### src/design/bha_pkg.sv
package bha_pkg;

  localparam int PAGE_BITS = 64;
  localparam int PG_W      = 8;    // page counters: up to 128 pages for a 13-bit heap size
  localparam int WIDX_W    = 14;   // word index with room for an exclusive end

  localparam logic [63:0] FULL_PAGE = 64'hFFFF_FFFF_FFFF_FFFF;

  localparam logic [1:0] OP_ALLOC = 2'd0;
  localparam logic [1:0] OP_MARK  = 2'd1;
  localparam logic [1:0] OP_CLEAR = 2'd2;

  localparam logic [2:0] CFG_REG_HEAP = 3'd0;

  typedef struct packed {
    logic [1:0]  op;
    logic [12:0] word_count;
    logic [11:0] mark_start;
  } in_item_t;

  typedef struct packed {
    logic        ok;
    logic [11:0] start_index;
  } out_item_t;

  typedef enum logic [2:0] {
    S_IDLE,
    S_SETUP,
    S_SCAN,
    S_FILL,
    S_MRD,
    S_MWR,
    S_DONE
  } state_t;

  typedef struct packed {
    logic load;
    logic scan_init;
    logic scan;
    logic fill;
    logic mrd;
    logic mwr;
    logic clear;
    logic res_ok;
    logic res_fail;
    logic publish;
  } cmd_t;

  typedef struct packed {
    logic [1:0] op;
    logic       alloc_bad;
    logic       mark_any;
    logic       need_fill;
    logic       hit;
    logic       miss;
    logic       fill_last;
    logic       mark_last;
    logic       out_free;
  } sts_t;

  // Ones in the low n bits, n from 0 to 64.
  function automatic logic [63:0] low_mask(input logic [6:0] n);
    logic [63:0] m;
    if (n[6]) begin
      m = FULL_PAGE;
    end else begin
      m = ~(FULL_PAGE << n[5:0]);
    end
    return m;
  endfunction

endpackage

### src/design/bha_ctrl.sv
module bha_ctrl
  import bha_pkg::*;
(
  input  logic   clk,
  input  logic   rst_n,
  input  logic   in_valid,
  output logic   in_ready,
  input  sts_t   sts,
  output cmd_t   cmd
);

  state_t state_r, state_nxt;

  always_ff @(posedge clk) begin
    if (!rst_n) begin
      state_r <= S_IDLE;
    end else begin
      state_r <= state_nxt;
    end
  end

  always_comb begin
    state_nxt = state_r;
    case (state_r)
      S_IDLE: begin
        if (in_valid) state_nxt = S_SETUP;
      end
      S_SETUP: begin
        case (sts.op)
          OP_ALLOC: state_nxt = sts.alloc_bad ? S_DONE : S_SCAN;
          OP_MARK:  state_nxt = sts.mark_any ? S_MRD : S_DONE;
          default:  state_nxt = S_DONE;
        endcase
      end
      S_SCAN: begin
        if (sts.hit) begin
          state_nxt = sts.need_fill ? S_FILL : S_DONE;
        end else if (sts.miss) begin
          state_nxt = S_DONE;
        end
      end
      S_FILL: begin
        if (sts.fill_last) state_nxt = S_DONE;
      end
      S_MRD: state_nxt = S_MWR;
      S_MWR: state_nxt = sts.mark_last ? S_DONE : S_MRD;
      S_DONE: begin
        if (sts.out_free) state_nxt = S_IDLE;
      end
      default: state_nxt = S_IDLE;
    endcase
  end

  always_comb begin
    cmd      = '0;
    in_ready = 1'b0;
    case (state_r)
      S_IDLE: begin
        in_ready = 1'b1;
        cmd.load = in_valid;
      end
      S_SETUP: begin
        case (sts.op)
          OP_ALLOC: begin
            cmd.res_fail  = sts.alloc_bad;
            cmd.scan_init = !sts.alloc_bad;
          end
          OP_MARK: cmd.res_ok = 1'b1;
          OP_CLEAR: begin
            cmd.clear  = 1'b1;
            cmd.res_ok = 1'b1;
          end
          default: cmd.res_fail = 1'b1;
        endcase
      end
      S_SCAN: begin
        cmd.scan     = 1'b1;
        cmd.res_fail = sts.miss && !sts.hit;
      end
      S_FILL:  cmd.fill    = 1'b1;
      S_MRD:   cmd.mrd     = 1'b1;
      S_MWR:   cmd.mwr     = 1'b1;
      S_DONE:  cmd.publish = sts.out_free;
      default: cmd         = '0;
    endcase
  end

endmodule

### config.mk
export PLATFORM = sky130hd
export DESIGN_NAME = bha_ctrl
export DESIGN_NICKNAME = d
export VERILOG_FILES = /design/src/design/bha_pkg.sv /design/src/design/bha_ctrl.sv
export SDC_FILE = /design/constraint.sdc
export NUM_CORES = 1
export LEC_CHECK = 0
export BUFFER_PORTS_ARGS = -buffer_cell sky130_fd_sc_hd__buf_2
export CAP_MARGIN = 20
export CORE_MARGIN = 8
export CORE_UTILIZATION = 27
export DETAILED_ROUTE_END_ITERATION = 10
export PLACE_DENSITY = 0.65
export SYNTH_ARGS = -nofsm -noshare
export SYNTH_HDL_FRONTEND = slang
export SYNTH_SLANG_ARGS = --single-unit
### constraint.sdc
create_clock -name clk -period 1.5 [get_ports clk]
set_clock_uncertainty 0.15 [all_clocks]
set_input_delay 0.15 -clock clk [delete_from_list [all_inputs] [get_ports clk]]
set_output_delay 0.15 -clock clk [all_outputs]
set_load 0.05 [all_outputs]
# Word level (Yosys, flattened, before mapping)
# Index checks and enable logic that the tools add are counted.
# totals
reg_bits	3
inputBits	13
output_inout_bits	11
# op_classes
eq_ne	12
n_mux	25
n_reduce_logical	7
# op_table
op	count
3-bit two-way mux	7
3-bit case mux with 7 select lines	1
1-bit two-way mux	11
3-bit == test (second input constant)	3
3-bit by 2-bit == test with 1-bit output (second input constant)	2
2-bit two-way mux	3
2-bit != test (second input constant)	3
3-bit case mux with 2 select lines	1
1-bit case mux with 2 select lines	2
4-bit AND reduction	1
3-bit by 1-bit == test with 1-bit output (second input constant)	1
3-bit zero test	1
3-bit != test (second input constant)	1
2-bit by 1-bit == test with 1-bit output (second input constant)	1
2-bit == test (second input constant)	1
1-bit zero test	2
2-bit zero test	1
2-bit OR reduction	1
1-bit logical AND	1

# Longest topological paths before layout
# Gate-level depths: netlist (run 1).
# depth
depth_word	4
depth_mapped	6
mapped_depth_nobuf	6

# Worst setup path after synthesis (run 1)
# Ideal clock, no wire load.
# synth_timing
path_type	reg-to-output
from	register state_r[1]
to	output port cmd[9] (netlist bit)
arrival_ns	2.120
required_ns	1.200
setup_slack_ns	-0.920
stages_incl_launch_ff	4
path_buffers	1
path_cell_list	dfxtp_1 -> buf_6 -> nor3_1 -> and2_1
# synth_rtl
item	line	source
start, declared	bha_ctrl.sv:12	state_t state_r, state_nxt;
start signal, assigned	bha_ctrl.sv:18	state_r <= state_nxt;
end, declared	bha_ctrl.sv:9	output cmd_t cmd

==> results of run 1 <==
[what timing repair did]
action | CTS | global route
gates resized for setup | 24 | 10
setup buffers | 3 | 2
setup endpoints to repair | 9 | 9
pin swaps | 2 | 1
[kinds of logic after synthesis]
logic type	count (synthesis)	synth area share
AND/OR/NAND/NOR	31	0.420
AO/OA/AOI/OAI	12	0.193
buffers and inverters	7	0.117
adder cells (fa/ha/maj)	4	0.123
flip-flops	3	0.147
[cells in the mapped netlist, types with 2 or more instances]
library cell  n
inv_1         3
a22oi_1       2
nor2_1        7
and2_1        4
o21ai_1       2
nand2b_1      2
nand3_1       3
nand2_1       6
nor3_1        3
dfxtp_1       3
ha_1          4
buf_6         2
[area by class of cell]
cell class,count,area share
clock buffer,4,0.0334
inverter,4,0.0223
multi-input combinational,47,0.471
sequential,3,0.0876
tap,16,0.0255
timing repair buffer,36,0.360
[power breakdown]
group,internal [mW],total (mW),leakage (nW),switching [mW]
logic,0.504,1.14,0.332,0.635
clock network,0.0999,0.145,0.0150,0.0452
registers,0.127,0.188,0.0264,0.0603
[layer usage]
metal,vias to the layer above,GRT usage,share of wire
met4,0,0.0615,0.0064
li1,272,-,-
met3,2,0.0380,0.083
met2,15,0.168,0.49
met5,-,0,0
met1,236,0.107,0.42
[path summary, 6_finish.rpt]
check | end | cells past startpoint | slack [ps]
setup / recovery | cmd[9] | 4 | -30
hold / removal | state_r[1] | 2 | 10
setup reg to reg | state_r[1] | 5 | 70
hold reg to reg | state_r[2] | 2 | 480
[critical path, delay by kind of cell, from the launching register on]
kind                   cells  cell delay, ps
DFF                        1             360
buffers and inverters      2             310
and+or+nand+nor            2             330
==> impl_metrics.csv, run 1 <==
group,metric,value,unit
worst_setup_path,cp_max_fo,6,
routing,via_per_inst,4.77,
sta,period_minus_slack,1530,ps
yosys,synth_cells,57,
global_routing,track_usage,0.102,
layout,areaGrowthSynthToFinish,92.6,%
yosys,ys_async_sr_fraction,0,
worst_hold_path,hold_path.class,"in2reg",
yosys,synth_ff_type,"dfxtp_1",
worst_setup_path,path_cells,"buf_4 > nor3_4 > and2_4 > buf_8",
placed_design,routabilityCongestion,0.747,
floorplanning,ios,24,
routing,first_iter_violations,6,
yosys,synthesis.nets,74,
yosys,synth_largest_area_cell,"dfxtp_1",
worst_hold_path,holdCritStartpoint,"rst_n",
layout,diodes,0,
global_routing,grt_pass1_wl,2.25,mm
yosys,synth.area.top_cells,"dfxtp_1 (15%), ha_1 (12%), nor2_1 (6.4%)",
floorplanning,core_area,1450,µm²
worst_setup_path,crit_required,1200,ps
yosys,synth_warnings,0,
clock_tree,cts.path.max_buffers,2,
layout,multi_input_area,370,µm²
power,p_total,1.47,mW
worst_setup_path,worstSetupPathType,"reg2out",
yosys,yosys.area.top_type_share,0.147,
layout,largest_reg_flops,3,
routing,drt_first_pass_iters,4,
floorplanning,die_height,54.9,µm
global_routing,grt_max_degree,10,
layout,instances_no_fill,110,
clock_tree,cts.sinks,3,
worst_setup_path,end_kind,"output port",
layout,final_cell_mix,"buf_4 (14), buf_2 (13), nand2_1 (6)",
clock_tree,ctsHtreeMaxLevel,1,
placed_design,io_buffers,23,
floorplanning,fp-row-count,14,
clock_tree,cts_tree,"yes",
layout,fin_area,786,µm²
clock_tree,worstSkewPairLatency,230,ps
floorplanning,die_area,3010,µm²
worst_setup_path,cp.arrival,1230,ps
clock_tree,clock-root-buffer,"clkbuf_4",
routing,ant_nets,0,
power,p_leak,0.373,nW
sta,drv_slew,0,
global_routing,grt_pass1_vias,540,
layout,nets,112,
layout,drive_gt1_frac,0.606,
sta,finalHoldViolCount,0,
sta,finalWorstSetupSlack,-29.0,ps
sta,tightest_slew,250,ps
clock_tree,cts_buffers,3,
clock_tree,clkTransAtPathRegs,40,ps
yosys,synth_cell_types,28,
layout,final_common_cell,"buf_4",
outcome,status,"finished with violations",
layout,regArea,68.8,µm²
flow_run,maxCapViolCount,0,
layout,largestRegisters,"state_r x3",
routing,drt-wirelength-per-cell,12.7,µm
yosys,syn_area,408,µm²
layout,n_fill_cell,150,
sta,slew-limit-headroom,0.834,
outcome,failed_checks,"negative setup slack",
yosys,ys_ff_latch,3,
layout,largest-register,"state_r",
layout,finish.utilization,0.540,
sta,hold_slack,12.1,ps
yosys,synth-edff-count,0,
clock_tree,hold_buffers,0,
routing,wirelength,1.40,mm
floorplanning,initial_core_util,0.281,
placed_design,pre_cts_ws,-18.6,ps
routing,drc_errors,0,
routing,num_vias,525,
placed_design,place_area,621,µm²
worst_setup_path,r2r-start,"state_r[2]",
yosys,postSynthAreaPerCell,7.16,µm²
global_routing,antenna_found_initial,0,
worst_setup_path,crit_path_top_delay_cell,"dfxtp_4",
sta,grt_setup_unrepaired,"true",
placed_design,dp_hpwl,1.04,mm
power,power_density,1870,nW/µm²
power,irDropWorstVdd,0.696,mV
placed_design,dp_cells,101,
floorplanning,fp.dieW,54.9,µm
worst_setup_path,cp-start-kind,"flop",
sta,setup_violations,3,
sta,min_period_over_period,1.02,
sta,tns,-52.7,ps
worst_setup_path,critPathMaxStageDelay,360,ps
worst_setup_path,crit_start,"state_r[0]",
global_routing,grt.overflow.total,0,
yosys,ys_seq_area_frac,0.147,
sta,max_freq,0.654,GHz
Power figures use the tool's default switching activity.
==> run 2, diff against run 1 <==
CORE_MARGIN = not set   (was 8)
PLACE_DENSITY = 0.51   (was 0.65)
==> impl_metrics.csv, run 2 (synthesis gave the netlist of run 1 again) <==
group,metric,value,unit
clock_tree,hold_buffers,0,
sta,tightest_slew,238,ps
global_routing,track_usage,0.152,
outcome,status,"finished with violations",
floorplanning,core_area,1350,µm²
power,seq_power_share,0.123,
routing,highest_layer,"met3",
clock_tree,ctsHtreeMaxLevel,1,
sta,hold_slack,3.39,ps
routing,ant_nets,0,
layout,instances_no_fill,107,
routing,num_vias,514,
global_routing,grt_max_degree,10,
floorplanning,initial_core_util,0.302,
worst_hold_path,hold_path.class,"in2reg",
floorplanning,fp.dieW,40.9,µm
outcome,failed_checks,"negative setup slack",
flow_run,maxCapViolCount,0,
sta,tns,-7.94,ps
routing,drt-wirelength-per-cell,10.8,µm
clock_tree,worstSkewPairLatency,240,ps
power,internal_power,0.685,mW
routing,wl_met3,47,µm
sta,setup_violations,2,
placed_design,place_area,619,µm²
layout,largest-register,"state_r",
worst_setup_path,end_kind,"output port",
power,p_leak,0.361,nW
worst_setup_path,cp_max_fo,7,
clock_tree,clock-root-buffer,"clkbuf_4",
layout,diodes,0,
clock_tree,cts_buffers,3,
worst_setup_path,cp.arrival,1210,ps
layout,final_cell_mix,"buf_2 (13), buf_4 (11), buf_6 (8)",
worst_setup_path,crit_required,1200,ps
layout,areaGrowthSynthToFinish,86.8,%
power,p_switching,0.722,mW
clock_tree,cts.path.max_buffers,2,
worst_setup_path,crit_path_top_delay_cell,"dfxtp_2",
global_routing,grt.overflow.total,0,
floorplanning,die_height,40.9,µm
power,switching_share,0.513,
global_routing,grt_pass1_wl,1.64,mm
sta,drv_slew,0,
layout,final_common_cell,"buf_2",
clock_tree,cts.sinks,3,
placed_design,routabilityCongestion,0.610,
layout,drive_gt1_frac,0.576,
power,power_density,1850,nW/µm²
layout,nets,110,
routing,first_iter_violations,10,
worst_setup_path,critPathMaxStageDelay,330,ps
worst_setup_path,cp-start-kind,"flop",
routing,wirelength,1.15,mm
clock_tree,cts_tree,"yes",
placed_design,dp_cells,100,
floorplanning,die_area,1670,µm²
routing,drc_errors,0,
worst_setup_path,path_cells,"buf_6 > nor3_4 > and2_4 > buf_8",
routing,wl_met2,529,µm
sta,period_minus_slack,1510,ps
sta,min_period_over_period,1.00,
placed_design,io_buffers,23,
worst_setup_path,worstSetupPathType,"reg2out",
clock_tree,clkTransAtPathRegs,40,ps
placed_design,dp_hpwl,859,µm
sta,max_freq,0.663,GHz
power,p_total,1.41,mW
layout,fin_area,762,µm²
power,power_frac_clock,0.105,
power,irDropWorstVdd,1.05,mV
routing,wl_met1,573,µm
power,combPwrFrac,0.772,
floorplanning,fp-row-count,13,
global_routing,antenna_found_initial,0,
sta,grt_setup_unrepaired,"true",
sta,finalHoldViolCount,0,
global_routing,grt_pass1_vias,403,
sta,slew-limit-headroom,0.840,
sta,finalWorstSetupSlack,-7.32,ps
layout,largest_reg_flops,3,
layout,largestRegisters,"state_r x3",
layout,finish.utilization,0.564,
floorplanning,ios,24,
placed_design,pre_cts_ws,-0.104,ps
routing,drt_first_pass_iters,4,
routing,via_per_inst,4.80,
-- run 2: cell count changes in the layout (fill, tap and decap cells not counted) --
| cell | change |
|---|---|
| buf_6 | +4 |
| buf_4 | -3 |
| clkbuf_4 | -1 |
| dfxtp_2 | +1 |
| dfxtp_4 | -1 |
| and2_1 | +2 |
| buf_8 | -2 |
| and2_4 | -2 |
-- run 2: per-layer routing --
layer	up-vias	GRT usage
met5	-	0
met3	0	0.0652
met2	14	0.238
met1	230	0.194
met4	0	0.0250
li1	270	-
-- run 2: what timing repair did --
| item | in CTS | in global routing |
|---|---|---|
| buffers inserted | 0 | 3 |
| endpoints found under the setup margin | 9 | 8 |
| pin swaps | 0 | 1 |
| endpoints found under the hold margin | 0 | 0 |
| gates resized for setup | 21 | 10 |
-- run 2: final cells by class --
cell class	instances	area, µm²
fillers	140	588
multi-input cells	47	365
repair buffers	34	268
flip-flops and latches	3	66.3
clock buffers	4	26.3
well taps	15	18.8
inverters	4	17.5
-- run 2: worst paths after layout --
check,start,to,slack (ps),depth (start not counted)
max,state_r[1],cmd[9],-7,4
min,rst_n,state_r[1],3,2
max reg2reg,state_r[0],state_r[0],190,5
min reg2reg,state_r[0],state_r[0],440,2
-- run 2: power groups by stage --
stage | combinational (mW) | sequential [mW] | clock, mW
4_1_cts | 0.995 | 0.177 | 0.152
6_report | 1.09 | 0.173 | 0.148
3_3_place_gp | 0.887 | 0.171 | 0
2_1_floorplan | 0.725 | 0.158 | 0
5_1_grt | 1.15 | 0.177 | 0.166
3_5_place_dp | 0.886 | 0.170 | 0
-- run 2: worst max-delay path, delay by kind of cell (launching register included) --
family	cells	cell delay (ps)
buffers and inverters	2	270
flip-flops	1	330
AND/OR/NAND/NOR	2	360
==> run 3, diff against run 2 <==
SKIP_CTS_REPAIR_TIMING = 1   (was not set)
==> impl_metrics.csv, run 3 (synthesis gave the netlist of run 1 again) <==
group,metric,value,unit
clock_tree,cts_tree,"yes",
worst_setup_path,critPathMaxStageDelay,350,ps
placed_design,place_area,619,µm²
routing,drt-wirelength-per-cell,10.5,µm
layout,areaGrowthSynthToFinish,90.8,%
placed_design,io_buffers,23,
routing,highest_layer,"met3",
sta,setup_violations,2,
worst_setup_path,cp.buffers_inverters,2,
sta,finalHoldViolCount,0,
layout,fin_area,778,µm²
floorplanning,fp.dieW,40.9,µm
routing,wl_met2,501,µm
clock_tree,clock-root-buffer,"clkbuf_4",
floorplanning,initial_core_util,0.302,
layout,largestRegisters,"state_r x3",
sta,grt_setup_unrepaired,"true",
routing,via_per_inst,4.76,
floorplanning,die_height,40.9,µm
global_routing,grt_max_degree,10,
power,p_leak,0.361,nW
routing,drt_first_pass_iters,3,
floorplanning,fp-row-count,13,
clock_tree,cts_buffers,3,
sta,slew-limit-headroom,0.840,
sta,period_minus_slack,1510,ps
routing,wl_met1,548,µm
worst_setup_path,critPathTopFamily,"flip-flops",
placed_design,dp_hpwl,859,µm
global_routing,grt_pass1_vias,377,
placed_design,routabilityCongestion,0.610,
worst_setup_path,cp-start-kind,"flop",
layout,n_fill_cell,140,
sta,max_freq,0.662,GHz
routing,wl_met3,48,µm
flow_run,maxCapViolCount,0,
outcome,status,"finished with violations",
global_routing,grt_pass1_wl,1.52,mm
routing,ant_nets,0,
routing,num_vias,500,
sta,tightest_slew,238,ps
worst_setup_path,worstSetupPathType,"reg2out",
worst_setup_path,crit_required,1200,ps
placed_design,pre_cts_ws,-0.104,ps
routing,first_iter_violations,7,
sta,min_period_over_period,1.01,
worst_setup_path,cp.arrival,1210,ps
clock_tree,ctsHtreeMaxLevel,1,
layout,largest-register,"state_r",
worst_setup_path,end_kind,"output port",
sta,drv_slew,0,
worst_setup_path,cp_max_fo,2,
routing,drc_errors,0,
floorplanning,core_area,1350,µm²
worst_setup_path,crit_path_top_delay_cell,"dfxtp_2",
outcome,failed_checks,"negative setup slack",
worst_setup_path,path_cells,"inv_4 > nor4b_4 > a31oi_1 > nor2_2 > buf_6",
layout,largest_reg_flops,3,
floorplanning,ios,24,
power,power_density,1820,nW/µm²
global_routing,antenna_found_initial,0,
layout,drive_gt1_frac,0.578,
clock_tree,cts.path.max_buffers,2,
power,irDropWorstVdd,1.09,mV
clock_tree,cts.sinks,3,
clock_tree,worstSkewPairLatency,240,ps
global_routing,track_usage,0.140,
layout,final_common_cell,"buf_2",
layout,nets,108,
layout,final_cell_mix,"buf_2 (12), buf_6 (9), buf_4 (7)",
worst_hold_path,hold_path.class,"in2reg",
routing,wirelength,1.10,mm
layout,diodes,0,
floorplanning,die_area,1670,µm²
global_routing,grt.overflow.total,0,
sta,finalWorstSetupSlack,-10.5,ps
sta,hold_slack,3.64,ps
sta,tns,-18.2,ps
clock_tree,clkTransAtPathRegs,40,ps
==> run 3: changes by cell type in the layout (fill, tap and decap cells not counted) <==
cell and change:
nor3_2 -1, buf_2 -1, buf_8 +1, and2_4 +1
buf_4 -4, nor4b_2 -1, nor4b_4 +1, clkbuf_4 +1
nor3_4 +1, and2_1 -1, buf_6 +1
==> run 3: worst reg2reg max path, stage by stage, from the launching register on <==
cell and delay (ps):
dfxtp_2 350, inv_4 40, buf_4 160, or3_1 360, o22ai_1 130
==> run 3: report_power, final <==
part	switching (mW)	internal [mW]	total (mW)
Combinational	0.627	0.462	1.09
Sequential	0.0571	0.123	0.180
Clock	0.0478	0.100	0.148
==> run 3: final cells by class <==
class | instances | area (µm²) | area share
Clock buffer | 4 | 26.3 | 0.0338
Multi-Input combinational cell | 47 | 383 | 0.492
Timing Repair Buffer | 32 | 267 | 0.342
Inverter | 4 | 17.5 | 0.0225
Sequential cell | 3 | 66.3 | 0.0852
Tap cell | 15 | 18.8 | 0.0241
==> run 3: routing by layer <==
layer  track usage  vias to the layer above
li1              -                      264
met4        0.0250                        0
met1         0.191                      222
met5             0                        -
met2         0.199                       14
met3        0.0652                        0
==> run 3: metrics by stage <==
stage,util,power [mW],instances
4_1_cts,0.478,1.21,104
2_1_floorplan,-,0.883,57
3_5_place_dp,0.459,1.06,100
3_3_place_gp,0.459,1.06,100
6_report,0.576,1.42,105
5_1_grt,0.576,1.51,105
==> run 3: final timing paths <==
| check | start | to | slack (ps) | cells past startpoint |
|---|---|---|---|---|
| worst max-delay path | state_r[1] | cmd[1] | -10 | 5 |
| worst max register to register | state_r[1] | state_r[0] | 220 | 4 |
| worst min register to register | state_r[2] | state_r[2] | 400 | 2 |
| worst min-delay path | rst_n | state_r[1] | 4 | 2 |
